File: src/design/sps_pkg.sv
`timescale 1ns / 1ps

package sps_pkg;

  // Full motor turn in steps; position and target never exceed it.
  localparam int STEPS_PER_TURN = 4096;
  localparam int POS_W = $clog2(STEPS_PER_TURN + 1);

  localparam int FUNC_W  = 3;
  localparam int ANGLE_W = 9;
  localparam int COIL_W  = 4;
  localparam int PHASE_W = 3;

  localparam logic [ANGLE_W-1:0] ANGLE_MAX = ANGLE_W'(360);

  // Command codes
  localparam logic [FUNC_W-1:0] FUNC_TICK        = 3'd0;
  localparam logic [FUNC_W-1:0] FUNC_SET_TARGET  = 3'd1;
  localparam logic [FUNC_W-1:0] FUNC_SET_CURRENT = 3'd2;
  localparam logic [FUNC_W-1:0] FUNC_MOVE_LEFT   = 3'd3;
  localparam logic [FUNC_W-1:0] FUNC_MOVE_RIGHT  = 3'd4;
  localparam logic [FUNC_W-1:0] FUNC_STOP        = 3'd5;
  localparam logic [FUNC_W-1:0] FUNC_HOME        = 3'd6;

  // degrees -> steps: deg * STEPS / 360 as a multiply by a rounded-up reciprocal.
  // The rounding error stays below the smallest fractional gap, so it is exact.
  localparam int DEG_SHIFT = 20;
  localparam logic [63:0] DEG_MUL_FULL =
    ((64'(STEPS_PER_TURN) << DEG_SHIFT) + 64'd359) / 64'd360;
  localparam int DEG_MUL_W = $clog2(DEG_MUL_FULL + 64'd1);
  localparam logic [DEG_MUL_W-1:0] DEG_MUL = DEG_MUL_W'(DEG_MUL_FULL);
  localparam int DEG_PROD_W = ANGLE_W + DEG_MUL_W;

  // steps -> degrees: steps * 360 / STEPS, same technique.
  localparam int POS_SHIFT = 27;
  localparam logic [63:0] POS_MUL_FULL =
    ((64'd360 << POS_SHIFT) + 64'(STEPS_PER_TURN) - 64'd1) / 64'(STEPS_PER_TURN);
  localparam int POS_MUL_W = $clog2(POS_MUL_FULL + 64'd1);
  localparam logic [POS_MUL_W-1:0] POS_MUL = POS_MUL_W'(POS_MUL_FULL);
  localparam int POS_PROD_W = POS_W + POS_MUL_W;

  localparam logic [POS_W-1:0] HOME_STEPS =
    POS_W'((64'd90 * 64'(STEPS_PER_TURN)) / 64'd360);

  // Register map
  localparam int PADDR_W = 3;
  localparam logic REG_STEP_MODE = 1'b0;

  typedef struct packed {
    logic [COIL_W-1:0] coils;
    logic              busy;
    logic [POS_W-1:0]  pos;
  } sps_status_t;

  // Coil pattern: half-step A,AB,B,BC,C,CD,D,DA; full-step AB,BC,CD,DA.
  function automatic logic [COIL_W-1:0] coil_pattern(input logic half,
                                                     input logic [PHASE_W-1:0] idx);
    logic [COIL_W-1:0] pat;
    if (half) begin
      case (idx)
        3'd0:    pat = 4'h1;
        3'd1:    pat = 4'h3;
        3'd2:    pat = 4'h2;
        3'd3:    pat = 4'h6;
        3'd4:    pat = 4'h4;
        3'd5:    pat = 4'hC;
        3'd6:    pat = 4'h8;
        default: pat = 4'h9;
      endcase
    end else begin
      case (idx[1:0])
        2'd0:    pat = 4'h3;
        2'd1:    pat = 4'h6;
        2'd2:    pat = 4'hC;
        default: pat = 4'h9;
      endcase
    end
    return pat;
  endfunction

endpackage

File: src/design/sps_cmd_if.sv
`timescale 1ns / 1ps

interface sps_cmd_if;
  logic                           valid;
  logic                           ready;
  logic [sps_pkg::FUNC_W-1:0]     func;
  logic [sps_pkg::ANGLE_W-1:0]    angle_value;

  modport source (output valid, output func, output angle_value, input ready);
  modport sink   (input valid, input func, input angle_value, output ready);
endinterface

File: src/design/sps_res_if.sv
`timescale 1ns / 1ps

interface sps_res_if;
  logic                           valid;
  logic                           ready;
  logic [sps_pkg::COIL_W-1:0]     coils;
  logic                           busy_res;
  logic [sps_pkg::ANGLE_W-1:0]    position_degrees;

  modport source (output valid, output coils, output busy_res, output position_degrees,
                  input ready);
  modport sink   (input valid, input coils, input busy_res, input position_degrees,
                  output ready);
endinterface

File: src/design/sps_cfg.sv
`timescale 1ns / 1ps

module sps_cfg (
  input  logic                         clk,
  input  logic                         rst,
  input  logic                         psel,
  input  logic                         penable,
  input  logic                         pwrite,
  input  logic [sps_pkg::PADDR_W-1:0]  paddr,
  input  logic [31:0]                  pwdata,
  output logic [31:0]                  prdata,
  output logic                         pready,
  output logic                         step_mode
);

  logic wr_en;

  assign pready = 1'b1;
  assign wr_en  = psel && penable && pwrite && pready;

  always_ff @(posedge clk) begin
    if (rst) begin
      step_mode <= 1'b1;
    end else if (wr_en && paddr[2] == sps_pkg::REG_STEP_MODE) begin
      step_mode <= pwdata[0];
    end
  end

  always_comb begin
    prdata = '0;
    if (paddr[2] == sps_pkg::REG_STEP_MODE) begin
      prdata = {31'b0, step_mode};
    end
  end

endmodule

File: src/design/sps_core.sv
`timescale 1ns / 1ps

module sps_core (
  input  logic                  clk,
  input  logic                  rst,
  input  logic                  step_mode,
  sps_cmd_if.sink               cmd,
  output logic                  mid_valid,
  input  logic                  mid_ready,
  output sps_pkg::sps_status_t  mid_status
);

  // input register
  logic                            in_valid;
  logic [sps_pkg::FUNC_W-1:0]      in_func;
  logic [sps_pkg::ANGLE_W-1:0]     in_angle;

  // motor state
  logic [sps_pkg::POS_W-1:0]       position_steps, position_steps_next;
  logic [sps_pkg::POS_W-1:0]       target_steps, target_steps_next;
  logic [sps_pkg::PHASE_W-1:0]     phase_index, phase_index_next;
  logic                            direction_left, direction_left_next;
  logic                            busy_flag, busy_flag_next;
  logic                            running_flag, running_flag_next;
  logic [sps_pkg::COIL_W-1:0]      coil_state, coil_state_next;

  logic                            mid_en, in_en, fire;
  logic [sps_pkg::DEG_PROD_W-1:0]  angle_prod;
  logic [sps_pkg::POS_W-1:0]       angle_steps;
  logic                            angle_ok;
  logic [sps_pkg::PHASE_W-1:0]     phase_inc, phase_step, seq_idx;

  assign mid_en    = !mid_valid || mid_ready;
  assign in_en     = !in_valid || mid_en;
  assign cmd.ready = in_en;
  assign fire      = in_valid && mid_en;

  always_ff @(posedge clk) begin
    if (rst) begin
      in_valid <= 1'b0;
    end else if (in_en) begin
      in_valid <= cmd.valid;
    end
  end

  always_ff @(posedge clk) begin
    if (in_en && cmd.valid) begin
      in_func  <= cmd.func;
      in_angle <= cmd.angle_value;
    end
  end

  assign angle_prod  = sps_pkg::DEG_PROD_W'(in_angle) * sps_pkg::DEG_PROD_W'(sps_pkg::DEG_MUL);
  assign angle_steps = angle_prod[sps_pkg::DEG_SHIFT +: sps_pkg::POS_W];
  assign angle_ok    = in_angle <= sps_pkg::ANGLE_MAX;

  // Phase wraps modulo 8 in half-step, modulo 4 in full-step
  assign phase_inc  = phase_index + 3'd1;
  assign phase_step = step_mode ? phase_inc : {1'b0, phase_inc[1:0]};
  assign seq_idx    = direction_left ? (phase_step - 3'd1) : (3'd0 - phase_step);

  always_comb begin
    position_steps_next = position_steps;
    target_steps_next   = target_steps;
    phase_index_next    = phase_index;
    direction_left_next = direction_left;
    busy_flag_next      = busy_flag;
    running_flag_next   = running_flag;
    coil_state_next     = coil_state;
    case (in_func)
      sps_pkg::FUNC_TICK: begin
        if (running_flag) begin
          if (position_steps < target_steps) begin
            position_steps_next = position_steps + 1'b1;
            phase_index_next    = phase_step;
            coil_state_next     = sps_pkg::coil_pattern(step_mode, seq_idx);
          end else begin
            busy_flag_next    = 1'b0;
            running_flag_next = 1'b0;
            coil_state_next   = '0;
          end
        end
      end
      sps_pkg::FUNC_SET_TARGET: begin
        if (angle_ok) begin
          target_steps_next = angle_steps;
          busy_flag_next    = 1'b1;
          running_flag_next = 1'b1;
        end
      end
      sps_pkg::FUNC_SET_CURRENT: begin
        if (angle_ok) begin
          position_steps_next = angle_steps;
        end
      end
      sps_pkg::FUNC_MOVE_LEFT, sps_pkg::FUNC_MOVE_RIGHT: begin
        direction_left_next = (in_func == sps_pkg::FUNC_MOVE_LEFT);
        position_steps_next = '0;
        if (angle_ok) begin
          target_steps_next = angle_steps;
          busy_flag_next    = 1'b1;
          running_flag_next = 1'b1;
        end
      end
      sps_pkg::FUNC_STOP: begin
        // Zero target with running set: the next tick powers the coils down
        target_steps_next   = '0;
        position_steps_next = '0;
        busy_flag_next      = 1'b1;
        running_flag_next   = 1'b1;
      end
      sps_pkg::FUNC_HOME: begin
        direction_left_next = 1'b1;
        position_steps_next = '0;
        target_steps_next   = sps_pkg::HOME_STEPS;
        busy_flag_next      = 1'b1;
        running_flag_next   = 1'b1;
      end
      default: begin
      end
    endcase
  end

  always_ff @(posedge clk) begin
    if (rst) begin
      position_steps <= '0;
      target_steps   <= '0;
      phase_index    <= '0;
      direction_left <= 1'b0;
      busy_flag      <= 1'b0;
      running_flag   <= 1'b0;
      coil_state     <= '0;
    end else if (fire) begin
      position_steps <= position_steps_next;
      target_steps   <= target_steps_next;
      phase_index    <= phase_index_next;
      direction_left <= direction_left_next;
      busy_flag      <= busy_flag_next;
      running_flag   <= running_flag_next;
      coil_state     <= coil_state_next;
    end
  end

  always_ff @(posedge clk) begin
    if (rst) begin
      mid_valid <= 1'b0;
    end else if (mid_en) begin
      mid_valid <= in_valid;
    end
  end

  always_ff @(posedge clk) begin
    if (fire) begin
      mid_status.coils <= coil_state_next;
      mid_status.busy  <= busy_flag_next;
      mid_status.pos   <= position_steps_next;
    end
  end

`ifndef SYNTHESIS
  a_busy_tracks_running: assert property (@(posedge clk) disable iff (rst)
    busy_flag == running_flag)
    else $error("busy and running flags disagree");

  a_idle_coils_off: assert property (@(posedge clk) disable iff (rst)
    !busy_flag |-> coil_state == '0)
    else $error("coils energized while not busy");

  a_pos_in_range: assert property (@(posedge clk) disable iff (rst)
    position_steps <= sps_pkg::POS_W'(sps_pkg::STEPS_PER_TURN) &&
    target_steps <= sps_pkg::POS_W'(sps_pkg::STEPS_PER_TURN))
    else $error("position or target beyond one turn");

  a_tick_advances: assert property (@(posedge clk) disable iff (rst)
    fire && in_func == sps_pkg::FUNC_TICK && running_flag &&
    position_steps < target_steps |=> position_steps == $past(position_steps) + 1'b1)
    else $error("running tick did not advance position");
`endif

endmodule

File: src/design/sps_conv.sv
`timescale 1ns / 1ps

module sps_conv (
  input  logic                  clk,
  input  logic                  rst,
  input  logic                  mid_valid,
  output logic                  mid_ready,
  input  sps_pkg::sps_status_t  mid_status,
  sps_res_if.source             res
);

  logic                            out_en;
  logic [sps_pkg::POS_PROD_W-1:0]  pos_prod;

  assign out_en    = !res.valid || res.ready;
  assign mid_ready = out_en;

  assign pos_prod = sps_pkg::POS_PROD_W'(mid_status.pos) *
                    sps_pkg::POS_PROD_W'(sps_pkg::POS_MUL);

  always_ff @(posedge clk) begin
    if (rst) begin
      res.valid <= 1'b0;
    end else if (out_en) begin
      res.valid <= mid_valid;
    end
  end

  always_ff @(posedge clk) begin
    if (out_en && mid_valid) begin
      res.coils            <= mid_status.coils;
      res.busy_res         <= mid_status.busy;
      res.position_degrees <= pos_prod[sps_pkg::POS_SHIFT +: sps_pkg::ANGLE_W];
    end
  end

endmodule

File: src/design/stepper_phase_sequencer.sv
`timescale 1ns / 1ps

// Unipolar stepper phase sequencer.
// cmd channel: one transaction per command (func, angle_value). Ticks advance
// a running move by one step; other codes load target/current position,
// start left/right moves, stop or go home.
// res channel: exactly one transaction per command, in order, carrying the
// coil drive, busy flag and position in degrees after that command.
// Configuration: APB register 0 (byte address 0), bit 0 = step_mode,
// 0 full-step, 1 half-step. Write only while no command is in flight.
// Pipeline: the accepting edge loads the input register, then the state-update
// stage registers the new status, then the degree-conversion output register
// drives res.
// Throughput: one command per cycle while res.ready is high; the state update of
// one command is registered when it fires, so the next command sees it immediately.
// Reset: clears all pipeline valids and motor state (coils off, position
// and target zero, not busy); step_mode returns to half-step.
// Stall: when res.ready is low the three stages fill and cmd.ready drops;
// no transaction is lost or repeated.
module stepper_phase_sequencer (
  input  logic                         clk,
  input  logic                         rst,
  sps_cmd_if.sink                      cmd,
  sps_res_if.source                    res,
  input  logic                         psel,
  input  logic                         penable,
  input  logic                         pwrite,
  input  logic [sps_pkg::PADDR_W-1:0]  paddr,
  input  logic [31:0]                  pwdata,
  output logic [31:0]                  prdata,
  output logic                         pready
);

  logic                 step_mode;
  logic                 mid_valid;
  logic                 mid_ready;
  sps_pkg::sps_status_t mid_status;

  sps_cfg u_cfg (
    .clk       (clk),
    .rst       (rst),
    .psel      (psel),
    .penable   (penable),
    .pwrite    (pwrite),
    .paddr     (paddr),
    .pwdata    (pwdata),
    .prdata    (prdata),
    .pready    (pready),
    .step_mode (step_mode)
  );

  sps_core u_core (
    .clk        (clk),
    .rst        (rst),
    .step_mode  (step_mode),
    .cmd        (cmd),
    .mid_valid  (mid_valid),
    .mid_ready  (mid_ready),
    .mid_status (mid_status)
  );

  sps_conv u_conv (
    .clk        (clk),
    .rst        (rst),
    .mid_valid  (mid_valid),
    .mid_ready  (mid_ready),
    .mid_status (mid_status),
    .res        (res)
  );

endmodule

File: src/flat_wrapper.sv
// flat-port wrapper written by rule: the top's interface ports become plain ports
module stepper_phase_sequencer_flat 
  (clk, rst, psel, penable, pwrite, paddr, pwdata, prdata, pready, cmd_valid, cmd_func, cmd_angle_value, cmd_ready, res_valid, res_coils, res_busy_res, res_position_degrees, res_ready);
  sps_cmd_if cmd_i ();
  sps_res_if res_i ();
  input  logic clk;
  input  logic rst;
  input  logic psel;
  input  logic penable;
  input  logic pwrite;
  input  logic [sps_pkg::PADDR_W-1:0] paddr;
  input  logic [31:0] pwdata;
  output logic [31:0] prdata;
  output logic pready;
  input wire logic [$bits(cmd_i.valid)-1:0] cmd_valid;
  input wire logic [$bits(cmd_i.func)-1:0] cmd_func;
  input wire logic [$bits(cmd_i.angle_value)-1:0] cmd_angle_value;
  output wire logic [$bits(cmd_i.ready)-1:0] cmd_ready;
  output wire logic [$bits(res_i.valid)-1:0] res_valid;
  output wire logic [$bits(res_i.coils)-1:0] res_coils;
  output wire logic [$bits(res_i.busy_res)-1:0] res_busy_res;
  output wire logic [$bits(res_i.position_degrees)-1:0] res_position_degrees;
  input wire logic [$bits(res_i.ready)-1:0] res_ready;
  assign cmd_i.valid = cmd_valid;
  assign cmd_i.func = cmd_func;
  assign cmd_i.angle_value = cmd_angle_value;
  assign cmd_ready = cmd_i.ready;
  assign res_valid = res_i.valid;
  assign res_coils = res_i.coils;
  assign res_busy_res = res_i.busy_res;
  assign res_position_degrees = res_i.position_degrees;
  assign res_i.ready = res_ready;
  stepper_phase_sequencer u_core (.clk(clk), .rst(rst), .cmd(cmd_i), .res(res_i), .psel(psel), .penable(penable), .pwrite(pwrite), .paddr(paddr), .pwdata(pwdata), .prdata(prdata), .pready(pready));
endmodule
File: config.mk
export PLATFORM = sky130hd
export DESIGN_NAME = stepper_phase_sequencer_flat
export DESIGN_NICKNAME = d
export VERILOG_FILES = /design/src/design/sps_pkg.sv /design/src/design/sps_cmd_if.sv /design/src/design/sps_res_if.sv /design/src/design/sps_cfg.sv /design/src/design/sps_core.sv /design/src/design/sps_conv.sv /design/src/design/stepper_phase_sequencer.sv /design/src/flat_wrapper.sv
export SDC_FILE = /design/constraint.sdc
export NUM_CORES = 1
export LEC_CHECK = 0
export BUFFER_PORTS_ARGS = -buffer_cell sky130_fd_sc_hd__buf_2
export CELL_PAD_IN_SITES_DETAIL_PLACEMENT = 1
export CELL_PAD_IN_SITES_GLOBAL_PLACEMENT = 1
export CORE_UTILIZATION = 46
export CTS_CLUSTER_SIZE = 28
export DETAILED_ROUTE_END_ITERATION = 10
export GPL_ROUTABILITY_DRIVEN = 0
export PLACE_DENSITY = 0.85
export SYNTH_ARGS = -nofsm -noshare
export SYNTH_HDL_FRONTEND = slang
export SYNTH_HIERARCHICAL = 1
export SYNTH_SLANG_ARGS = --single-unit
File: constraint.sdc
create_clock -name clk -period 6.6 [get_ports clk]
set_input_delay 0.66 -clock clk [delete_from_list [all_inputs] [get_ports clk]]
set_output_delay 0.66 -clock clk [all_outputs]
set_load 0.005 [all_outputs]
==> flow_summary_export.csv, run 1 <==
group,metric,value,unit
yosys,synth-seq-area-share,25.8,%
yosys,ys_warn_count,6,
placement,io_buffers,37,
clocking,cts.htree.levels,3,
yosys,synth.distinct_cells,86,
critical_path,cp-end-kind,"flop",
critical_path,worst_r2r_path_depth,13,
clocking,ctsLongestPathBuffers,2,
clocking,post_cts_buffers,0,
drt,vias_per_cell,5.85,
yosys,synth_seq_cells,84,
critical_path,required,6.67,ns
grt,grt_pass1_vias,7105,
power,powerDensity,300,nW/um2
clocking,cts_hold_buf,0,
grt,grt.total_usage,24.9,%
layout,diodes,0,
critical_path,cp.arrival,5.40,ns
critical_path,r2r-start,"u_core/u_core/in_angle[8]",
floorplan,die_y,136,um
floorplan,initial_utilization,47.3,%
placement,hpwl,17200,um
drt,wl_per_cell,18.9,um
drt,drtIter0Drc,498,
sta,finalClockSkew,0.00634,ns
clocking,cts_buffers,9,
grt,grt_antenna_before_repair,0,
critical_path,cp-endpoint,"u_core/u_core/mid_status[11]",
clocking,clkSlewWorstSetupHoldPaths,0.06,ns
critical_path,critPathLaunchType,"flop",
power,peakVddDrop,0.000145,V
clocking,cts_root_buf,"clkbuf_16",
sta,setup_viol,0,
critical_path,critPathLaunch,"u_core/u_core/in_angle[8]",
sta,worstMarginPinSlew,0.990,ns
yosys,avgSynthCellArea,9.02,um2
clocking,cts_tree,"done",
layout,nNetsFinal,1143,
grt,grt_pass1_wl,35700,um
clocking,clock_sinks,84,
critical_path,critPathMaxFanout,11,
drt,totalWireLength,21900,um
sta,finalMaxSlewViolations,0,
layout,syn_to_final_growth,6.98,%
drt,drc,0,
layout,seqCellArea,2120,um2
layout,fin_util,50.6,%
sta,fin_tns_setup,0,ns
floorplan,die_w,136,um
drt,drt_pass1_iterations,4,
critical_path,r2r_setup_slack,1.28,ns
floorplan,die-area,18400,um2
grt,overflow,0,
critical_path,crit_type,"reg2reg",
sta,hold_ws,0.430,ns
floorplan,rows,48,
sta,final_hold_viol_count,0,
yosys,synth-main-ff-cell,"edfxtp_1",
sta,slew_headroom,34.0,%
yosys,synth_edf_count,44,
layout,drive_gt1_share,8.31,%
sta,period_share,80.6,%
yosys,netlist_instances,911,
min_path,hold_path_class,"reg2reg",
sta,timing.fmax,188,MHz
flow_run,drv_cap,0,
floorplan,io_pins,103,
layout,n_fill_cell,2051,
grt,grt_max_degree,39,
sta,rsz0062_at_grt,"false",
outcome,status,"finished, final reports clean",
layout,layout_common_cells,"inv_1, ha_1, nand2_1, nor2_1, a21oi_1",
power,p_leak,0.00402,uW
power,total_power,2640,uW
drt,vias,6811,
clocking,clk_latency,0.35,ns
critical_path,r2r_end,"u_core/u_core/mid_status[11]",
yosys,async_flop_share,0,%
drt,antenna_left,0,
sta,layout_min_cycle_time,5.32,ns
yosys,synth_area,8210,um2
floorplan,core_area,17400,um2
layout,layout_commonest_cell,"inv_1",
clocking,cts_resized,0,
layout,multi_input_area,5400,um2
-- worst min path at each step --
stage / startpoint / to / slack, ns / cells after the start
6_report: u_core/u_core/mid_status[15] / u_core/u_conv/res.coils[1] / 0.43 / 0
5_1_grt: u_core/u_core/mid_status[16] / u_core/u_conv/res.coils[2] / 0.44 / 0
4_1_cts: u_core/u_core/mid_status[17] / u_core/u_conv/res.coils[3] / 0.43 / 0
3_5_place_dp: u_core/u_core/mid_status[17] / u_core/u_conv/res.coils[3] / 0.41 / 0
3_3_place_gp: u_core/u_core/mid_status[15] / u_core/u_conv/res.coils[1] / 0.40 / 0
2_1_floorplan: u_core/u_core/mid_status[13] / u_core/u_conv/res.busy_res / 0.40 / 0
-- power by group --
part	switching, uW	total [uW]	internal, uW
clock network	228	527	299
logic	933	1470	540
registers	31.2	638	607
total	1190	2640	1450
-- flip-flops by register name (all words and copies together) (netlist names), 3 cells and up --
register / cells
u_core/u_core/target_steps: 13
u_core/u_conv/res.coils: 4
u_core/u_conv/res.position_degrees: 9
u_core/u_core/phase_index: 3
u_core/u_core/mid_status: 18
u_core/u_core/in_func: 3
u_core/u_core/in_angle: 9
u_core/u_core/position_steps: 13
u_core/u_core/coil_state: 4
-- final cells by class --
type,count,share of cell area [%]
Timing Repair Buffer,42,2.53
Inverter,123,5.25
Tap cell,225,3.20
Clock inverter,7,0.897
Sequential cell,84,24.1
Multi-Input combinational cell,674,61.4
Clock buffer,9,2.56
-- worst max-delay path: stages (launching register included) --
cell and delay (ns):
edfxtp_1 0.54, ha_1 0.40, fa_1 0.50, fa_1 0.55, inv_1 0.06, fa_1 0.54
inv_1 0.06, ha_1 0.45, a21oi_1 0.45, a21bo_2 0.28, a211oi_1 0.42, o21ai_0 0.24
xnor2_1 0.37, o221ai_1 0.18
-- per-stage QoR --
| step | cell area [um2] | cells | setup slack, ns |
|---|---|---|---|
| floorplan | 8330 | 941 | 1.98 |
| global placement | 8480 | 1148 | 1.45 |
| detailed placement | 8480 | 1148 | 1.38 |
| CTS | 8790 | 1164 | 1.35 |
| global route | 8790 | 1164 | 1.13 |
| finish | 8790 | 1164 | 1.28 |
-- synth_stat cells, types with 12 or more instances --
| cell | instances | area share, % |
|---|---|---|
| inv_1 | 123 | 5.6 |
| ha_1 | 115 | 18 |
| nand2_1 | 67 | 3.1 |
| nor2_1 | 63 | 2.9 |
| a21oi_1 | 46 | 2.8 |
| edfxtp_1 | 44 | 16 |
| dfxtp_1 | 40 | 9.7 |
| fa_1 | 40 | 9.7 |
| o21ai_0 | 38 | 2.3 |
| buf_4 | 32 | 2.9 |
| clkbuf_1 | 25 | 1.1 |
| nor3_1 | 18 | 1.1 |
| xor2_1 | 18 | 1.9 |
| nand3_1 | 16 | 0.97 |
| xnor2_1 | 14 | 1.5 |
| nand4_1 | 12 | 0.91 |
-- logic make-up after synthesis --
logic type	synth area share, %
xor+xnor	3.41
other cells	0.0914
compound gates	18.2
flops	25.8
fa+ha+maj	27.3
simple gates	14.4
buf+inv	9.86
mux	0.899
-- routing by layer --
layer / global-route usage [%] / up-vias / wire (um)
li1: - / 3201 / -
met1: 30.3 / 3395 / 9510
met2: 44.1 / 170 / 11000
met3: 4.38 / 45 / 910
met4: 7.99 / 0 / 496
met5: 0 / - / 0
(Power assumes the default switching activity.)
==> run 2: changes to the inputs <==
Clock period 6.6 ns to 5.2 ns, I/O delays scaled along.
==> run 2 against run 1 <==
- hold slack got worse by 0.092 ns
- clock power rose by 17%
- core utilization grew 0.30 points
- clock-buffer cell count increased by 1
- combinational power rose by 35%
- sequential share of layout area down 0.14 points
- via count is 0.26% higher
- sequential power increased by 27%
- non-clock buffer count up 10
- die area is the same
- highest routed layer unchanged
==> flow_summary_export.csv, run 2 (same netlist as run 1, synthesis figures left out) <==
group,metric,value,unit
placement,hpwl,18100,um
clocking,clock_sinks,84,
layout,syn_to_final_growth,7.62,%
placement,dpl_worst_slack,0.187,ns
grt,grt_pass1_wl,36900,um
critical_path,cp.arrival,5.00,ns
layout,largest_registers,"u_core/u_core/mid_status x18, u_core/u_core/position_steps x13, u_core/u_core/target_steps x13",
grt,overflow,0,
floorplan,initial_utilization,47.3,%
drt,drc,0,
sta,layout_min_cycle_time,4.93,ns
clocking,clk_latency,0.35,ns
sta,finalWorstSetupSlack,0.268,ns
clocking,cts_buffers,9,
critical_path,worst_r2r_path_depth,14,
grt,grt.total_usage,26.0,%
floorplan,rows,48,
layout,diodes,0,
critical_path,critPathLaunchType,"flop",
drt,totalWireLength,22800,um
layout,drive_gt1_share,9.27,%
sta,slew_headroom,32.8,%
placement,io_buffers,37,
clocking,cts.htree.levels,3,
layout,nNetsFinal,1153,
sta,final_hold_viol_count,0,
critical_path,critPathLaunch,"u_core/u_core/in_angle[8]",
min_path,hold_path_class,"in2reg",
drt,wl_per_cell,19.4,um
sta,fin_tns_setup,0,ns
floorplan,die_w,136,um
sta,finalMaxSlewViolations,0,
grt,grt_pass1_vias,7280,
flow_run,drv_cap,0,
drt,vias_per_cell,5.82,
grt,grt_antenna_before_repair,0,
critical_path,r2r_setup_slack,0.27,ns
floorplan,die-area,18400,um2
layout,largest_reg_flops,18,
drt,vias,6829,
layout,layout_common_cells,"inv_1, ha_1, nand2_1, nor2_1, a21oi_1",
critical_path,required,5.27,ns
layout,multi_input_area,5400,um2
clocking,cts_root_buf,"clkbuf_16",
sta,finalClockSkew,0.00687,ns
sta,period_share,94.8,%
layout,final_cells,1174,
layout,top_register,"u_core/u_core/mid_status",
drt,drt_pass1_iterations,5,
power,peakVddDrop,0.000282,V
clocking,ctsLongestPathBuffers,2,
floorplan,io_pins,103,
clocking,cts_hold_buf,0,
sta,timing.fmax,203,MHz
critical_path,cp-endpoint,"u_core/u_core/mid_status[6]",
sta,rsz0062_at_grt,"false",
drt,drtIter0Drc,380,
placement,placedCellCount,1158,
drt,antenna_left,0,
layout,seqCellArea,2120,um2
power,total_power,3410,uW
critical_path,critPathMaxFanout,8,
floorplan,core_area,17400,um2
clocking,clkSlewWorstSetupHoldPaths,0.07,ns
sta,setup_viol,0,
critical_path,r2r-start,"u_core/u_core/in_angle[8]",
power,powerDensity,386,nW/um2
floorplan,die_y,136,um
clocking,cts_tree,"done",
grt,grt_max_degree,36,
layout,n_fill_cell,2041,
power,p_leak,0.00405,uW
critical_path,r2r_end,"u_core/u_core/mid_status[6]",
outcome,status,"finished, final reports clean",
critical_path,cp-end-kind,"flop",
sta,worstMarginPinSlew,1.01,ns
layout,layout_commonest_cell,"inv_1",
critical_path,crit_type,"reg2reg",
min_path,hp-start,"cmd_func[1]",
-- run 2: cell type report --
cell class                 count  area share (%)
clock buffer                  10            2.59
clock inverter                 6           0.552
inverter                     123            5.22
multi-input combinational    674            61.1
sequential                    84            24.0
tap                          225            3.18
timing repair buffer          52            3.37
-- run 2: how the worst min path moves through the flow --
stage	end	slack, ns	cells past startpoint
final	u_core/u_core/in_func[1]	0.34	1
after detailed placement	u_core/u_conv/res.coils[3]	0.41	0
after floorplan	u_core/u_conv/res.busy_res	0.40	0
after global routing	u_core/u_core/in_angle[5]	0.33	1
after CTS	u_core/u_core/in_angle[4]	0.33	1
after global placement	u_core/u_conv/res.coils[3]	0.40	0
-- run 2: worst max-delay path: stages, from the launching register on --
cell	delay, ns
edfxtp_1	0.54
ha_1	0.38
fa_1	0.50
fa_1	0.54
inv_1	0.06
fa_1	0.43
inv_1	0.07
ha_1	0.32
a21oi_1	0.34
o31ai_1	0.12
a31oi_1	0.32
o41ai_1	0.20
nor4b_1	0.19
nor3_1	0.43
o21ai_0	0.18
-- run 2: metrics by stage --
| stage | cell area [um2] | util [%] | hold WS (ns) |
|---|---|---|---|
| floorplan | 8330 | - | 0.400 |
| global placement | 8560 | 49.3 | 0.404 |
| detailed placement | 8560 | 49.3 | 0.408 |
| CTS | 8840 | 50.9 | 0.328 |
| global route | 8840 | 50.9 | 0.327 |
| finish | 8840 | 50.9 | 0.338 |
-- run 2: metal layers --
metal | track usage, % | vias to the layer above | part of all wire [%]
li1 | - | 3221 | -
met5 | 0 | - | 0
met4 | 10.7 | 0 | 3.0
met1 | 30.5 | 3360 | 43
met2 | 46.1 | 195 | 50
met3 | 4.75 | 53 | 4.3
-- run 2: where the power goes --
part           total, uW  switching (uW)  internal [uW]
combinational       1990            1230            761
sequential           810            39.2            770
clock                615             286            329
total               3410            1550           1860
-- run 2: timing repair --
action | CTS | global route
resized for setup | 0 | 1
endpoints found under the setup margin | 0 | 2
setup buffers | 0 | 0
==> run 3: changes to the inputs <==
Settings changed: PLACE_DENSITY 0.85 to 0.84.
==> run 3 against run 2 <==
- global-route usage decreased by 1.1 points
- clock skew increased by 0.0024 ns
- highest routed layer unchanged
- combinational power about the same
- wire length decreased by 5.6%
- register-to-register slack improved by 0.04 ns
- fmax increased by 0.76%
- non-clock buffer count unchanged
- clock power increased by 24%
==> flow_summary_export.csv, run 3 (same netlist as run 1, synthesis figures left out) <==
group,metric,value,unit
critical_path,cp-end-kind,"flop",
critical_path,critPathLaunchType,"flop",
power,p_sw,1530,uW
power,total_power,3530,uW
outcome,status,"finished, final reports clean",
layout,drive_gt1_share,9.38,%
layout,nNetsFinal,1153,
clocking,ctsLongestPathBuffers,2,
grt,grt.total_usage,24.9,%
clocking,clkSlewWorstSetupHoldPaths,0.07,ns
power,peakVddDrop,0.000233,V
layout,largest_reg_flops,18,
grt,grt_pass1_wl,35500,um
floorplan,die_w,136,um
sta,layout_min_cycle_time,4.89,ns
grt,grt_pass1_vias,7077,
floorplan,rows,48,
flow_run,drv_cap,0,
drt,drtIter0Drc,444,
clocking,cts_resized,0,
power,pwr-share-clk,21.7,%
sta,setup_viol,0,
clocking,cts_tree,"done",
sta,finalMaxSlewViolations,0,
power,pwr-share-seq,22.9,%
critical_path,required,5.30,ns
sta,finalClockSkew,0.00924,ns
power,powerDensity,396,nW/um2
layout,layout_commonest_cell,"inv_1",
critical_path,cp.arrival,4.99,ns
critical_path,critPathMaxFanout,6,
sta,final_hold_viol_count,0,
placement,dpl-instance-area,8560,um2
min_path,hold_path_class,"in2reg",
layout,final_area,8920,um2
drt,totalWireLength,21600,um
power,p_leak,0.00409,uW
sta,slew_headroom,32.4,%
layout,n_fill_cell,2030,
clocking,cts_hold_buf,0,
layout,syn_to_final_growth,8.56,%
layout,layout_common_cells,"inv_1, ha_1, nand2_1, nor2_1, a21oi_1",
sta,worstMarginPinSlew,1.01,ns
floorplan,io_pins,103,
placement,io_buffers,37,
drt,antenna_left,0,
clocking,clock_sinks,84,
critical_path,crit_type,"reg2reg",
power,comb_power_share,55.4,%
power,swShare,43.2,%
drt,wl_per_cell,18.4,um
drt,vias_per_cell,5.74,
floorplan,core_area,17400,um2
layout,top_register,"u_core/u_core/mid_status",
clocking,cts.htree.levels,3,
clocking,post_cts_buffers,0,
grt,grt_antenna_before_repair,0,
layout,largest_registers,"u_core/u_core/mid_status x18, u_core/u_core/position_steps x13, u_core/u_core/target_steps x13",
placement,hpwl,17100,um
drt,drt_pass1_iterations,5,
sta,fin_tns_setup,0,ns
clocking,cts_root_buf,"clkbuf_16",
sta,hold_ws,0.337,ns
sta,timing.fmax,204,MHz
clocking,clk_latency,0.35,ns
drt,vias,6744,
grt,overflow,0,
grt,grt_max_degree,39,
layout,diodes,0,
sta,period_share,94.1,%
clocking,cts_buffers,9,
floorplan,initial_utilization,47.3,%
sta,rsz0062_at_grt,"false",
layout,fin_util,51.4,%
drt,drc,0,
power,p_int,2010,uW
floorplan,die_y,136,um
floorplan,die-area,18400,um2
run 3: cell count changes in the layout (fill, tap and decap cells not counted), sizes merged:
cell / change
clkinv: -3
bufinv: +3
run 3: area by class of cell:
class,instances,area (um2),area share (%)
Sequential cell,84,2120,23.8
Clock buffer,10,239,2.68
Tap cell,225,282,3.16
Multi-Input combinational cell,674,5400,60.5
Timing Repair Buffer,52,298,3.34
Inverter,123,462,5.18
Clock inverter,6,116,1.30
run 3: metrics by stage:
stage	cells	setup WS, ns
global route	1174	0.0198
finish	1174	0.306
CTS	1174	0.223
detailed placement	1158	0.233
global placement	1158	0.266
floorplan	941	0.575
run 3: worst max-delay path: stages, from the launching register on:
cell,delay [ns]
edfxtp_1,0.51
ha_1,0.41
fa_1,0.49
fa_1,0.57
inv_1,0.07
fa_1,0.53
inv_1,0.04
ha_1,0.34
nand2_1,0.15
o21a_1,0.25
a21boi_0,0.13
o21bai_1,0.36
a2111o_1,0.21
o211ai_1,0.17
a221o_1,0.39
run 3: path summary, 6_finish.rpt:
path | start | endpoint | slack, ns | cells after the start
min | cmd_angle_value[4] | u_core/u_core/in_angle[4] | 0.34 | 1
max reg2reg | u_core/u_core/in_angle[5] | u_core/u_core/mid_status[12] | 0.31 | 14
min reg2reg | u_core/u_core/mid_status[17] | u_core/u_conv/res.coils[3] | 0.43 | 0
max | u_core/u_core/in_angle[5] | u_core/u_core/mid_status[12] | 0.31 | 14
run 3: metal layers:
metal  track usage [%]  wire (um)  vias to the layer above
met3              5.05       1050                       41
met2              42.7      10600                      193
li1                  -          -                     3218
met5                 0          0                        -
met1              31.4       9500                     3292
met4              7.05        441                        0
run 3: power by group through the flow:
stage / registers, uW / logic [uW] / clock network [uW]
global route: 814 / 2180 / 803
global placement: 819 / 1820 / 0
floorplan: 809 / 1360 / 0
finish: 809 / 1960 / 765
CTS: 808 / 1940 / 784
detailed placement: 822 / 1910 / 0
